**src/hdl/scba_ram.sv**
```systemverilog
// Generic single-port-write, single-port-read RAM with a registered read.
// Stand-alone; holds the sheet and the frame pixel stores.
module scba_ram #(
  parameter int WIDTH = 32,
  parameter int DEPTH = 64,
  localparam int AW = $clog2(DEPTH)
) (
  input  logic             clk_i,
  input  logic             we_i,
  input  logic [AW-1:0]    waddr_i,
  input  logic [WIDTH-1:0] wdata_i,
  input  logic [AW-1:0]    raddr_i,
  output logic [WIDTH-1:0] rdata_o
);

  logic [WIDTH-1:0] mem_q [DEPTH];
  logic [WIDTH-1:0] rdata_q;

  always_ff @(posedge clk_i) begin
    if (we_i) begin
      mem_q[waddr_i] <= wdata_i;
    end
    rdata_q <= mem_q[raddr_i];
  end

  assign rdata_o = rdata_q;

endmodule

```
**config.mk**
```make
export PLATFORM = sky130hd
export DESIGN_NAME = scba_ram
export DESIGN_NICKNAME = d
export VERILOG_FILES = /design/src/hdl/scba_ram.sv
export SDC_FILE = /design/constraint.sdc
export NUM_CORES = 2
export LEC_CHECK = 0
export BUFFER_PORTS_ARGS = -buffer_cell sky130_fd_sc_hd__buf_2
export CAP_MARGIN = 20
export CORE_AREA = 2 2 284 566
export CTS_BUF_LIST = sky130_fd_sc_hd__clkbuf_4 sky130_fd_sc_hd__clkbuf_8
export CTS_CLUSTER_DIAMETER = 100
export CTS_CLUSTER_SIZE = 20
export DETAILED_ROUTE_END_ITERATION = 16
export DIE_AREA = 0 0 286 568
export PLACE_DENSITY = 0.72
export SKIP_LAST_GASP = 1
export SYNTH_ARGS = -nofsm -noshare
export SYNTH_HDL_FRONTEND = slang
export SYNTH_SLANG_ARGS = --single-unit
```
**constraint.sdc**
```tcl
create_clock -name clk_i -period 3.5 [get_ports clk_i]
set_input_delay 0.35 -clock clk_i [delete_from_list [all_inputs] [get_ports clk_i]]
set_output_delay 0.35 -clock clk_i [all_outputs]
set_load 0.05 [all_outputs]
```
==> results.md <==
* Status: finished, final reports clean
* Worst clock skew at ~48 ps
* Leakage Power at ~26 nW
* Post-synth EDFFs at roughly 2,000
* Rows at approximately 210
* Initial cell density of the core at 49.5%
* Synth warn at 0
* Clk slew on worst S/H paths at between 100 and 150 ps
* Setup crit end kind: output pin
* Residual DRC at 0
* Adder-cell share of the synthesized area at 0%
* Detailed-route wire length at a little under 200,000 µm
* Die area at around 160,000 µm²
* Die Span X at between 200 and 300 µm
* TritonCTS clock tree: done
* Worst Path Buf+Inv at 1
* Yosys reg bits at between 2,000 and 2,500
* Die Ht at between 500 and 600 µm
* F_max at approximately 460 MHz
* Wire per inst at approximately 34 µm
* Grt total ovfl at 0
* Compound-cell area share of the yosys netlist at under 10%
* Most used flip-flop cell after synthesis: edfxtp_1
* Fin nets at around 3,700
* Final ANT Viol Nets at 0
* Post-Syn Area at approximately 79,000 µm²
* Root buffer cell: clkbuf_8
* Final Critical Period at 2200 ps
* Placed Area at roughly 84,000 µm²
* Io pins at 78
* Vias in the first global route at about 37,000
* Post-synthesis mux area share at between 15 and 20%
* WP data arrival at 1850 ps
* Synth Area in XOR/XNOR at 0%
* Pin count of the biggest net entering global routing at between 70 and 80
* Data required time of the worst path at around 3200 ps
* Gr usage total at 24.0%
* CTS sink cnt at 2,080
* Crit path depth at 1
* Async set-reset flop share out of synthesis at 0%
* VDD IR-drop max at between 0.4 and 0.5 mV
* Relative slew margins at between 20% and 30%
* Final period util at between 60 and 70%
* Fin. max-slew vios at 0
* Crit path launch type: flip-flop
* Post-Syn Instances at 3,324
* R2R cell count at 4
* Number of buffers created by CTS at ~110
* CP Max Fanout at 1
* Post-route cell area at 86,200 µm²
* Core area at 159,000 µm²
* Setup TNS at 0 ps
* Synth Area in Simple Gates at under 10%
* Setup violators final at 0
* Crit-path cells: buf_2
* CP max stage cell: dfxtp_1
* Detailed Routing Iterations Pass 1 at 5
* Main combinational cell family by area after synthesis: multiplexers
* Max Cap Viol at 0
* Via density at 6.47
* Hold Crit Depth at 2
* Starting DRT DRC Count at roughly 5,300
* Initial antenna violation count at 11
* Slew @ Worst Pin at roughly 1100 ps
* Layout cells sized above 1 at a little under a third
* Synthesis-to-finish area growth at 9.82%
* CP Class: flip-flop to output pin
* Syn Nets at around 3,400
* First-pass GRT wire length at between 200,000 and 300,000 µm
* Pwr Density at around 480 nW/µm²
* H-tree levels at 3
* Gpl congestion at 0.859
* Worst path max stage delay at 560 ps
* Hold Crit Class: primary input to flip-flop
* Clk buf depth at 3
* Delay-heaviest family, CP: flip-flops
* Clk Latency, worst-skew pair at roughly 900 ps
* Netlist cell types at 34
* Post-synthesis sequential area ratio at about four fifths
* Hpwl dp at roughly 110,000 µm
* Unrepaired setup endpoints after global routing: no
* Post-CTS sizing at 0
* Avg Cell Area, Syn at 23.6 µm²
* Routed vias at ~37,000
* Hold Vio Cnt, Final at 0
* I/O Buffers at 77
registers in the layout, summed over array words and instances (netlist names):
name and flops:
mem_q 2048, rdata_o 32
cells in the mapped netlist (5+ instances only):
| master | n | area (µm²) |
|---|---|---|
| a21oi_1 | 62 | 310 |
| mux4_2 | 544 | 12300 |
| a22oi_1 | 12 | 90.1 |
| edfxtp_1 | 2048 | 61500 |
| o221ai_1 | 27 | 236 |
| nor2_1 | 137 | 514 |
| nor3_1 | 7 | 35.0 |
| o22ai_1 | 84 | 526 |
| buf_4 | 25 | 188 |
| buf_6 | 5 | 56.3 |
| dfxtp_1 | 32 | 641 |
| nand3_1 | 5 | 25.0 |
| nand3b_1 | 5 | 37.5 |
| a311oi_1 | 8 | 70.1 |
| clkbuf_1 | 74 | 278 |
| buf_2 | 57 | 285 |
| nor2b_1 | 15 | 93.8 |
| mux2i_1 | 93 | 931 |
| nand2b_1 | 8 | 50.1 |
| nand2_1 | 26 | 97.6 |
| buf_1 | 21 | 78.8 |
cells in the final DEF, fill, tap and decap left out, types with 2 or more instances in the layout:
master / count
a21oi_1: 62
a22oi_1: 12
a311oi_1: 8
a41o_1: 4
and2_1: 2
and3_1: 4
buf_12: 65
buf_2: 73
buf_4: 204
buf_8: 3
clkbuf_4: 58
clkbuf_8: 115
clkinvlp_4: 3
dfxtp_1: 32
dlygate4sd3_1: 18
edfxtp_1: 2048
inv_8: 2
mux2i_1: 93
mux4_2: 544
nand2_1: 26
nand2b_1: 7
nand3_1: 5
nand3b_1: 5
nand4_1: 2
nor2_1: 75
nor2_4: 62
nor2b_1: 15
nor3_1: 5
nor3_4: 2
o221ai_1: 27
o22ai_1: 84
o32ai_1: 4
or2_1: 2
or3_1: 3
or3b_1: 2
or3b_2: 3
layout make-up:
class | instances | area, µm²
Clock inverter | 5 | 45.0
Clock buffer | 173 | 2020
Sequential cell | 2080 | 62100
Timing Repair Buffer | 363 | 3420
Tap cell | 2090 | 2620
Multi-Input combinational cell | 1062 | 16000
Antenna cell | 1 | 2.50
Fill cell | 11600 | 72300
through the flow:
stage	total power [mW]	worst slack [ps]	hold WS (ps)	instances	utilization [%]
global placement	31.0	504	819	5560	52.8
detailed placement	31.1	479	789	5560	52.8
global route	42.3	1250	5.23	5774	54.4
CTS	41.4	1250	49.3	5740	54.1
finish	41.3	1300	34.4	5774	54.4
floorplan	29.7	498	449	3324	-
kinds of logic after synthesis:
| logic type | after synthesis |
|---|---|
| DFF | 2080 |
| and+or+nand+nor | 223 |
| buffers and inverters | 182 |
| AOI/OAI and AO/OA | 202 |
| muxes | 637 |
power by group:
part | total, mW | internal [mW] | leakage (nW) | switching, mW
Combinational | 2.95 | 1.08 | 6.65 | 1.86
Clock | 10.7 | 3.67 | 1.11 | 7.01
Sequential | 27.6 | 27.5 | 18.7 | 0.108
worst paths after layout:
kind / startpoint / end / slack (ps)
worst max-delay path: rdata_o[12]$_DFF_P_ / rdata_o[12] / 1300
worst min-delay path: wdata_i[1] / mem_q[47][1]$_DFFE_PP_ / 30
worst max register to register: mem_q[26][25]$_DFFE_PP_ / rdata_o[25]$_DFF_P_ / 1420
worst min register to register: mem_q[58][8]$_DFFE_PP_ / rdata_o[8]$_DFF_P_ / 900
routing by layer:
layer / track usage [%] / part of all wire [%]
met5: 0 / 0.028
met1: 32.8 / 36
met4: 9.09 / 4.1
met2: 39.3 / 50
met3: 3.38 / 10
repair_timing:
| action | CTS | global route |
|---|---|---|
| endpoints found under the hold margin | 11 | 207 |
| setup buffers | 0 | 0 |
| hold buffers | 2 | 16 |
No activity file was read; power rests on OpenSTA's default activity.
