==> src/hdl/scba_pkg.sv <==
// Shared types and constants of the sprite cell blitter.
// Used by the channel interfaces, the divider, the multiplier and the top level.
// Depends on nothing.
package scba_pkg;

  localparam int CFG_W     = 9;
  localparam int CFG_IDX_W = 3;
  localparam int KIND_W    = 2;
  localparam int ADDR_W    = 16;
  localparam int PIX_W     = 32;
  localparam int CELL_W    = 8;
  localparam int POS_W     = 11;
  localparam int CNT_W     = 17;
  localparam int IDX_W     = 24;
  localparam int XPOS_W    = 12;
  localparam int LIM_W     = 18;
  localparam int MAC_A_W   = 20;
  localparam int MAC_B_W   = 9;
  localparam int MAC_P_W   = 30;

  localparam int GRID_MAX  = 256;
  localparam int SIZE_RST  = 256;

  localparam logic [CFG_IDX_W-1:0] REG_FRAME_W = 3'd0;
  localparam logic [CFG_IDX_W-1:0] REG_FRAME_H = 3'd1;
  localparam logic [CFG_IDX_W-1:0] REG_SHEET_W = 3'd2;
  localparam logic [CFG_IDX_W-1:0] REG_SHEET_H = 3'd3;
  localparam logic [CFG_IDX_W-1:0] REG_GRID_R  = 3'd4;
  localparam logic [CFG_IDX_W-1:0] REG_GRID_C  = 3'd5;

  localparam logic [KIND_W-1:0] KIND_SHEET_WR = 2'd0;
  localparam logic [KIND_W-1:0] KIND_FRAME_WR = 2'd1;
  localparam logic [KIND_W-1:0] KIND_DRAW     = 2'd2;
  localparam logic [KIND_W-1:0] KIND_READ     = 2'd3;

  localparam logic [7:0] ALPHA_ZERO = 8'h00;
  localparam logic [7:0] ALPHA_FULL = 8'hFF;

  typedef struct packed {
    logic               start;
    logic [CFG_W-1:0]   dividend;
    logic [CFG_W-1:0]   divisor;
  } div_req_t;

  typedef struct packed {
    logic               done;
    logic [CFG_W-1:0]   quot;
  } div_res_t;

  typedef struct packed {
    logic signed [MAC_A_W-1:0] a;
    logic        [MAC_B_W-1:0] b;
    logic signed [MAC_P_W-1:0] c;
  } mac_op_t;

  function automatic logic [CFG_W-1:0] clamp_reg(logic [CFG_W-1:0] v, int unsigned hi);
    logic [CFG_W-1:0] r;
    if (v == '0) begin
      r = CFG_W'(1);
    end else if (32'(v) > hi) begin
      r = CFG_W'(hi);
    end else begin
      r = v;
    end
    return r;
  endfunction

endpackage

==> src/hdl/scba_mac.sv <==
// Shared multiply-add unit: p = a * b + c, registered, one result per cycle.
// Depends on scba_pkg for the operand struct.
module scba_mac import scba_pkg::*; (
  input  logic                      clk_i,
  input  mac_op_t                   op_i,
  output logic signed [MAC_P_W-1:0] p_o
);

  logic signed [MAC_P_W-1:0] p_q;
  logic signed [MAC_B_W:0]   b_ext;

  assign b_ext = {1'b0, op_i.b};

  always_ff @(posedge clk_i) begin
    p_q <= op_i.a * b_ext + op_i.c;
  end

  assign p_o = p_q;

endmodule

==> config.mk <==
export PLATFORM = sky130hd
export DESIGN_NAME = scba_mac
export DESIGN_NICKNAME = d
export VERILOG_FILES = /design/src/hdl/scba_pkg.sv /design/src/hdl/scba_mac.sv
export SDC_FILE = /design/constraint.sdc
export NUM_CORES = 1
export LEC_CHECK = 0
export ABC_CLOCK_PERIOD_IN_PS = 10050
export CELL_PAD_IN_SITES_DETAIL_PLACEMENT = 0
export CELL_PAD_IN_SITES_GLOBAL_PLACEMENT = 1
export CORE_MARGIN = 1
export CORE_UTILIZATION = 55
export DETAILED_ROUTE_END_ITERATION = 12
export DONT_BUFFER_PORTS = 1
export MAX_ROUTING_LAYER = met4
export PLACE_DENSITY_LB_ADDON = 0.1
export SETUP_SLACK_MARGIN = 0.02
export SYNTH_ARGS = -nofsm -noshare
export SYNTH_HDL_FRONTEND = slang
export SYNTH_SLANG_ARGS = --single-unit
==> constraint.sdc <==
create_clock -name clk_i -period 10.05 [get_ports clk_i]
set_input_delay 1.005 -clock clk_i [delete_from_list [all_inputs] [get_ports clk_i]]
set_output_delay 1.005 -clock clk_i [all_outputs]
set_load 0.02 [all_outputs]
==> results.md <==
* Register area share after synthesis at 7.44%
* Root Driver: clkbuf_16
* Synth area leader: fa_1
* Htree depth at 2
* Number of synthesized register bits at 30
* Via count at 5742
* DR DRC count at 0
* Worst Path Buf+Inv at 3
* Initial antenna violation count at 0
* Achievable Freq at 169 MHz
* Final GP Congestion at 0.840
* Antenna diode count at 0
* CTS sink cnt at 30
* CTS Hold Buffers Added at 0
* Die area at 15200 um2
* Synthesized Nets at 1218
* Final-stage net count at 1190
* Core area at 14100 um2
* Clock transition at the registers of the reported paths at 0.05 ns
* Die extent in x at 123 um
* Mean Syn Cell Area at 8.87 um2
* Crit path time final at 5.92 ns
* Hold Crit Class: in2reg
* Layout cell share with drive strength beyond 1 at 2.27%
* Post-DP HPWL at 15600 um
* Slowest-stage cell, CP: fa_1
* Row count at 43
* Ys async rst share at 0%
* Storage cell area at 601 um2
* Total grt overflow at 0
* Synthesized netlist cell count at 910
* ANT nets after route at 0
* Rel. slew slack at 45.8%
* Clk buf depth at 2
* Setup Fix Bufs, Post-CTS at 0
* Number of vias per cell at 5.40
* Drt first pass iters at 5
* Max-slew violations at 0
* Final WL at 18200 um
* Largest net degree at the start of global routing at 21
* Critical path class: in2reg
* Synth top area share at 44.2%
* CP required at 10.21 ns
* Area of the mapped netlist at 8070 um2
* Worst Setup End Kind: flop
* Worst Setup EP: p_o[26]$_DFF_P_
* Largest cells by area after synthesis: fa_1, inv_1, ha_1
* Hold Vio Cnt, Final at 0
* RSZ-0062 raised after global routing: no
* Critical path fanouts, max at 9
* Final setup fails at 0
* CTS tree: yes
* Initial core utilization at 57.2%
* DR WL met3 at 906 um
* WL met2 at 9670 um
* First-pass GRT wire length at 30900 um
* Synth cell types at 52
* Setup crit start kind: input pin
* Crit-path max cell delay at 0.55 ns
* # resized after CTS at 0
* Origin of the worst setup path: op_i[50]
* DR iter-0 viols at 249
* Maxcap violations at 0
* Num ports at 90
* Area growth syn-to-layout at 2.78%
* Cell family with most CP delay: adder cells
* EDFF count, synth at 0
* Worst path cell trace: nand2_1 -> fa_1 -> inv_1 -> fa_1 -> fa_1 -> fa_1 -> inv_1 -> fa_1 -> inv_1 -> ha_1 -> and4_1 -> or3b_4 -> a2111oi_2 -> and4bb_4 -> o21ai_4 -> a311oi_1 -> a311o_1
* Fill cells at 1274
* Logic depth of the worst path, buffers included at 17
* Wire per inst at 17.1 um
* Top sig layer: met4
* Ys Warns at 0
* Setup TNS at 0 ns
* Ratio of final minimum period to clock period at 58.9%
* I/O Buffers at 0
* CTS Buf Count at 5
* WP data arrival at 6.09 ns
* Number of global-route vias before repair at 6520
* All-Layer GR Usage at 27.9%
* Max reg flops at 30
* DRT met1 WL at 6810 um
* CP dominant cell by count: fa_1
* Actual slew at the worst max-slew pin at 0.804 ns
* Multi-input gate area at 6400 um2
* Top FF cell, synth: dfxtp_1
* Die height at 123 um
* Status: finished clean
[area by class of cell]
cell class	count	area share, %
multi-input combinational	600	77.2
clock buffer	7	1.72
clock inverter	1	0.0604
sequential	30	7.24
tap	180	2.72
inverter	245	11.1
[cells in the mapped netlist, types with 3 or more instances]
| master | number |
|---|---|
| a211oi_1 | 3 |
| a21o_1 | 9 |
| a21oi_1 | 27 |
| a221oi_1 | 3 |
| and2_1 | 67 |
| and3_1 | 3 |
| clkbuf_1 | 33 |
| dfxtp_1 | 30 |
| fa_1 | 178 |
| ha_1 | 70 |
| inv_1 | 245 |
| nand2_1 | 134 |
| nand2b_1 | 3 |
| nand3_1 | 4 |
| nor2_1 | 13 |
| nor3_1 | 5 |
| o21a_1 | 3 |
| o21ai_0 | 16 |
| xnor2_1 | 21 |
| xor2_1 | 6 |
[worst min path at each step]
stage	start	to	slack [ns]	depth (start not counted)
2_1_floorplan	op_i[0]	p_o[0]$_DFF_P_	1.13	1
3_3_place_gp	op_i[0]	p_o[0]$_DFF_P_	1.14	1
3_5_place_dp	op_i[0]	p_o[0]$_DFF_P_	1.14	1
4_1_cts	op_i[0]	p_o[0]$_DFF_P_	0.86	1
5_1_grt	op_i[0]	p_o[0]$_DFF_P_	0.85	1
6_report	op_i[0]	p_o[0]$_DFF_P_	0.86	1
[metal layers]
metal | vias up | GRT usage (%)
li1 | 2615 | -
met1 | 2888 | 30.4
met2 | 189 | 51.0
met3 | 50 | 3.64
met4 | 0 | 11.4
met5 | - | -
[cell families after synthesis]
kind of cell,after synthesis,synth area share (%)
fa+ha+maj,248,55.0
buf+inv,280,13.2
mux,2,0.264
compound gates,81,6.68
simple gates,242,14.4
flops,30,7.44
xor+xnor,27,2.93
[layout by cell type, fill, tap and decap left out, types with 3 or more instances in the layout]
cell       instances
xor2_1             6
inv_1            245
clkbuf_16          5
nand3_1            4
a21o_1             9
a21oi_1           27
nand2_1          134
and3_1             3
dfxtp_1           30
o21a_1             3
nand2b_1           3
a211oi_1           3
ha_1              70
nor2_1            13
o21ai_0           16
nor3_1             5
a221oi_1           3
fa_1             178
and2_1            67
xnor2_1           21
[through the flow]
stage	area [um2]	util, %	setup slack [ns]	hold slack [ns]	instances
finish	8290	58.8	4.13	0.861	1063
global route	8290	58.8	3.83	0.852	1063
CTS	8290	58.8	4.14	0.856	1063
detailed placement	8150	57.8	3.86	1.14	1055
global placement	8150	57.8	3.82	1.14	1055
floorplan	8070	-	3.96	1.13	910
Power is left out: the tool's default activity adds up to more than one toggle a clock period on the data nets, which glitch-free logic cannot reach.
