File: src/hdl/scba_pkg.sv
// Shared types and constants of the sprite cell blitter.
// Used by the channel interfaces, the divider, the multiplier and the top level.
// Depends on nothing.
package scba_pkg;

  localparam int CFG_W     = 9;
  localparam int CFG_IDX_W = 3;
  localparam int KIND_W    = 2;
  localparam int ADDR_W    = 16;
  localparam int PIX_W     = 32;
  localparam int CELL_W    = 8;
  localparam int POS_W     = 11;
  localparam int CNT_W     = 17;
  localparam int IDX_W     = 24;
  localparam int XPOS_W    = 12;
  localparam int LIM_W     = 18;
  localparam int MAC_A_W   = 20;
  localparam int MAC_B_W   = 9;
  localparam int MAC_P_W   = 30;

  localparam int GRID_MAX  = 256;
  localparam int SIZE_RST  = 256;

  localparam logic [CFG_IDX_W-1:0] REG_FRAME_W = 3'd0;
  localparam logic [CFG_IDX_W-1:0] REG_FRAME_H = 3'd1;
  localparam logic [CFG_IDX_W-1:0] REG_SHEET_W = 3'd2;
  localparam logic [CFG_IDX_W-1:0] REG_SHEET_H = 3'd3;
  localparam logic [CFG_IDX_W-1:0] REG_GRID_R  = 3'd4;
  localparam logic [CFG_IDX_W-1:0] REG_GRID_C  = 3'd5;

  localparam logic [KIND_W-1:0] KIND_SHEET_WR = 2'd0;
  localparam logic [KIND_W-1:0] KIND_FRAME_WR = 2'd1;
  localparam logic [KIND_W-1:0] KIND_DRAW     = 2'd2;
  localparam logic [KIND_W-1:0] KIND_READ     = 2'd3;

  localparam logic [7:0] ALPHA_ZERO = 8'h00;
  localparam logic [7:0] ALPHA_FULL = 8'hFF;

  typedef struct packed {
    logic               start;
    logic [CFG_W-1:0]   dividend;
    logic [CFG_W-1:0]   divisor;
  } div_req_t;

  typedef struct packed {
    logic               done;
    logic [CFG_W-1:0]   quot;
  } div_res_t;

  typedef struct packed {
    logic signed [MAC_A_W-1:0] a;
    logic        [MAC_B_W-1:0] b;
    logic signed [MAC_P_W-1:0] c;
  } mac_op_t;

  function automatic logic [CFG_W-1:0] clamp_reg(logic [CFG_W-1:0] v, int unsigned hi);
    logic [CFG_W-1:0] r;
    if (v == '0) begin
      r = CFG_W'(1);
    end else if (32'(v) > hi) begin
      r = CFG_W'(hi);
    end else begin
      r = v;
    end
    return r;
  endfunction

endpackage

File: src/hdl/scba_div.sv
// Restoring divider for the cell size, one quotient bit per cycle.
// Depends on scba_pkg for the request and result structs.
module scba_div import scba_pkg::*; (
  input  logic     clk_i,
  input  logic     rst_ni,
  input  div_req_t req_i,
  output div_res_t res_o
);

  localparam int CW = $clog2(CFG_W + 1);

  logic             busy_q, busy_d;
  logic             done_q, done_d;
  logic [CW-1:0]    cnt_q, cnt_d;
  logic [CFG_W-1:0] rem_q, rem_d;
  logic [CFG_W-1:0] quo_q, quo_d;
  logic [CFG_W-1:0] dvs_q, dvs_d;
  logic [CFG_W:0]   shifted;
  logic [CFG_W:0]   diff;
  logic             ge;

  assign shifted = {rem_q, quo_q[CFG_W-1]};
  assign ge      = shifted >= {1'b0, dvs_q};
  assign diff    = shifted - {1'b0, dvs_q};

  always_comb begin
    busy_d = busy_q;
    done_d = 1'b0;
    cnt_d  = cnt_q;
    rem_d  = rem_q;
    quo_d  = quo_q;
    dvs_d  = dvs_q;
    if (busy_q) begin
      rem_d = ge ? diff[CFG_W-1:0] : shifted[CFG_W-1:0];
      quo_d = {quo_q[CFG_W-2:0], ge};
      cnt_d = cnt_q + CW'(1);
      if (cnt_q == CW'(CFG_W - 1)) begin
        busy_d = 1'b0;
        done_d = 1'b1;
      end
    end else if (req_i.start) begin
      busy_d = 1'b1;
      cnt_d  = '0;
      rem_d  = '0;
      quo_d  = req_i.dividend;
      dvs_d  = req_i.divisor;
    end
  end

  always_ff @(posedge clk_i or negedge rst_ni) begin
    if (!rst_ni) begin
      busy_q <= 1'b0;
      done_q <= 1'b0;
    end else begin
      busy_q <= busy_d;
      done_q <= done_d;
    end
  end

  always_ff @(posedge clk_i) begin
    cnt_q <= cnt_d;
    rem_q <= rem_d;
    quo_q <= quo_d;
    dvs_q <= dvs_d;
  end

  assign res_o.done = done_q;
  assign res_o.quot = quo_q;

endmodule

File: config.mk
export PLATFORM = sky130hd
export DESIGN_NAME = scba_div
export DESIGN_NICKNAME = d
export VERILOG_FILES = /design/src/hdl/scba_pkg.sv /design/src/hdl/scba_div.sv
export SDC_FILE = /design/constraint.sdc
export NUM_CORES = 1
export LEC_CHECK = 0
export ABC_AREA = 1
export CORE_MARGIN = 2
export CORE_UTILIZATION = 60
export DETAILED_ROUTE_END_ITERATION = 8
export DONT_BUFFER_PORTS = 1
export HOLD_SLACK_MARGIN = 0.06
export PLACE_DENSITY_LB_ADDON = 0.25
export SYNTH_ARGS = -nofsm -noshare
export SYNTH_HDL_FRONTEND = slang
export SYNTH_SLANG_ARGS = --single-unit
export TNS_END_PERCENT = 100
File: constraint.sdc
create_clock -name clk_i -period 6 [get_ports clk_i]
set_input_delay 1.2 -clock clk_i [delete_from_list [all_inputs] [get_ports clk_i]]
set_output_delay 1.2 -clock clk_i [all_outputs]
set_load 0.02 [all_outputs]
==> flow_summary.yaml <==
global_routing:
  grt_max_degree: 23
  antenna_found_initial: 0
  first_global_vias: 1276
  grt.total_usage: 0.203
  grt_pass1_wl_um: 5320
  grt_overflow: 0
timing:
  fmax_mhz: 440
  finalSetupViolCount: 0
  slew_viol_final: 0
  tns_ns: 0
  max_slew.worst_pin.slew_ns: 0.878
  period_minus_slack_ns: 2.27
  finClkSkew_ns: 0.0123
  timing.final.hold_violations: 0
  period_share: 0.379
  rsz0062_at_grt: "false"
  max_slew_margin: 0.413
setup_path:
  reg2reg_from: "busy_q"
  reg2reg_slack_ns: 3.73
  critPathMaxFanout: 22
  cp-start-kind: "flip-flop"
  cp-end-kind: "flip-flop"
  r2r_end: "rem_q[3]"
  cp.arrival_ns: 2.23
  reg2reg_depth: 2
  crit_type: "reg2reg"
  cp.required_ns: 5.96
min_path:
  hp-class: "reg2reg"
  holdPathEnd: "done_q"
  hold_start: "cnt_q[2]"
  hold_depth: 1
placement:
  dp.cells: 256
  port_buffers: 0
  hpwl_um: 2450
  gp_congestion: 0.868
synthesis:
  ys_seq_elements: 33
  ys_seq_area_frac: 0.519
  syn_area_um2: 1890
  yosysUniqueCellTypes: 23
  syn-num-nets: 250
  synth_warnings: 0
  syn_inst: 217
  postSynthAreaPerCell_um2: 8.72
run:
  cap_violations: 0
cts:
  cts_buffers: 5
  cts_tree: "yes"
  cts_root_buf: "clkbuf_4"
  ctsHoldBuffers: 0
  cts_buffer_depth: 2
  clock-sinks: 33
  cts_setup_buffers: 0
  cts_resized: 0
  htree_levels: 2
  clkTransAtPathRegs_ns: 0.09
  insertion_delay_ns: 0.33
layout:
  syn2layout_area_growth_pct: 3.57
  mostFrequentLayoutCell: "nand2_1"
  nets: 252
  instances_no_fill: 264
  drive_gt1_frac: 0.0682
  diodes: 0
  mostFrequentLayoutCells: "nand2_1, inv_1, edfxtp_1, nor2_1, ha_1"
pwr:
  power.density_nw_per_um2: 610
  switching_share: 0.448
  p_sw_w: 0.000536
  p_leak_nw: 0.983
  ir_drop_v: 0.000325
  seq_power_share: 0.441
  comb_power_share: 0.464
  p_clk_frac: 0.095
  internal_power_w: 0.000660
routing:
  route.detailed.drc: 0
  drtIter0Drc: 47
  vias: 1306
  via_per_inst: 4.95
  wl_per_cell_um: 12.2
  drt_wl_total_um: 3230
  drt_first_pass_iters: 4
  ant_nets: 0
floorplan:
  start_util: 0.625
  chipWidth_um: 60.2
  io_pins: 31
  core_um2: 3030
  rows: 20
  dieArea_um2: 3620
  fp.dieH_um: 60.2
status:
  outcome: "completed"
[per-layer routing]
layer,vias to the layer above,global-route usage,part of all wire
met5,-,0,0
li1,688,-,-
met4,0,0.0825,0.024
met1,584,0.266,0.48
met2,26,0.320,0.45
met3,8,0.0541,0.047
[how the worst max path moves through the flow]
| stage | from | end | slack [ns] | cells after the start |
|---|---|---|---|---|
| after global placement | req_i[18] | rem_q[8] | 3.74 | 2 |
| after floorplan | req_i[18] | cnt_q[0] | 3.89 | 2 |
| after detailed placement | req_i[18] | rem_q[6] | 3.69 | 2 |
| after global routing | busy_q | quo_q[1] | 3.49 | 2 |
| after CTS | busy_q | quo_q[1] | 3.68 | 2 |
| final | busy_q | rem_q[3] | 3.73 | 2 |
[logic make-up after synthesis]
| family | count (synthesis) | share of synthesized area |
|---|---|---|
| compound gates | 7 | 0.0205 |
| xor+xnor | 4 | 0.0185 |
| fa+ha+maj | 12 | 0.0833 |
| buf+inv | 39 | 0.0873 |
| flops | 33 | 0.519 |
| simple gates | 122 | 0.272 |
[power by group through the flow]
stage	Sequential, W	Clock [W]	Combinational (W)
after detailed placement	0.000533	0	0.000555
after global placement	0.000532	0	0.000536
after global routing	0.000541	0.000122	0.000651
final	0.000528	0.000113	0.000555
after floorplan	0.000496	0	0.000488
after CTS	0.000529	0.000116	0.000558
[area by class of cell]
cell class / instances / area [um^2]
fill: 246 / 1070
sequential: 33 / 981
multi-input combinational: 145 / 746
inverter: 34 / 128
tap: 44 / 55.1
clock buffer: 5 / 37.5
clock inverter: 3 / 12.5
[registers in the layout (all words and copies together), names as in the netlist]
name / count
cnt_q: 4
dvs_q: 9
rem_q: 9
quo_q: 9
busy_q: 1
done_q: 1
[metrics by stage]
step	power [W]	area, um^2	utilization	hold slack, ns	setup slack (ns)
2_1_floorplan	0.000984	1890	-	0.471	3.89
3_3_place_gp	0.00107	1910	0.631	0.515	3.74
3_5_place_dp	0.00109	1910	0.631	0.516	3.69
4_1_cts	0.00120	1960	0.647	0.525	3.68
5_1_grt	0.00131	1960	0.647	0.534	3.49
6_report	0.00120	1960	0.647	0.534	3.73
[worst max-delay path, stage by stage, from the launching register on]
cell     delay (ns)
dfrtp_1        0.76
inv_1          0.38
nand2_1        0.75
[cell usage after synthesis]
library cell | instances | area share
nand3_2 | 1 | 0.0053
or2_4 | 1 | 0.0046
xnor2_1 | 2 | 0.0093
xor2_1 | 2 | 0.0093
edfxtp_1 | 31 | 0.49
clkbuf_1 | 2 | 0.0040
a21oi_2 | 1 | 0.0046
nand2_4 | 1 | 0.0060
nand2_1 | 75 | 0.15
o21ai_0 | 2 | 0.0053
nand4_1 | 1 | 0.0033
buf_4 | 1 | 0.0040
fa_1 | 1 | 0.011
dfrtp_1 | 2 | 0.026
nand2_2 | 5 | 0.017
buf_6 | 2 | 0.012
nor3_1 | 2 | 0.0053
ha_1 | 11 | 0.073
nand3b_1 | 3 | 0.012
nand3_1 | 7 | 0.019
inv_1 | 34 | 0.067
nor2_1 | 26 | 0.052
a21oi_1 | 4 | 0.011
Note: power is estimated with default switching activity, not from simulation.
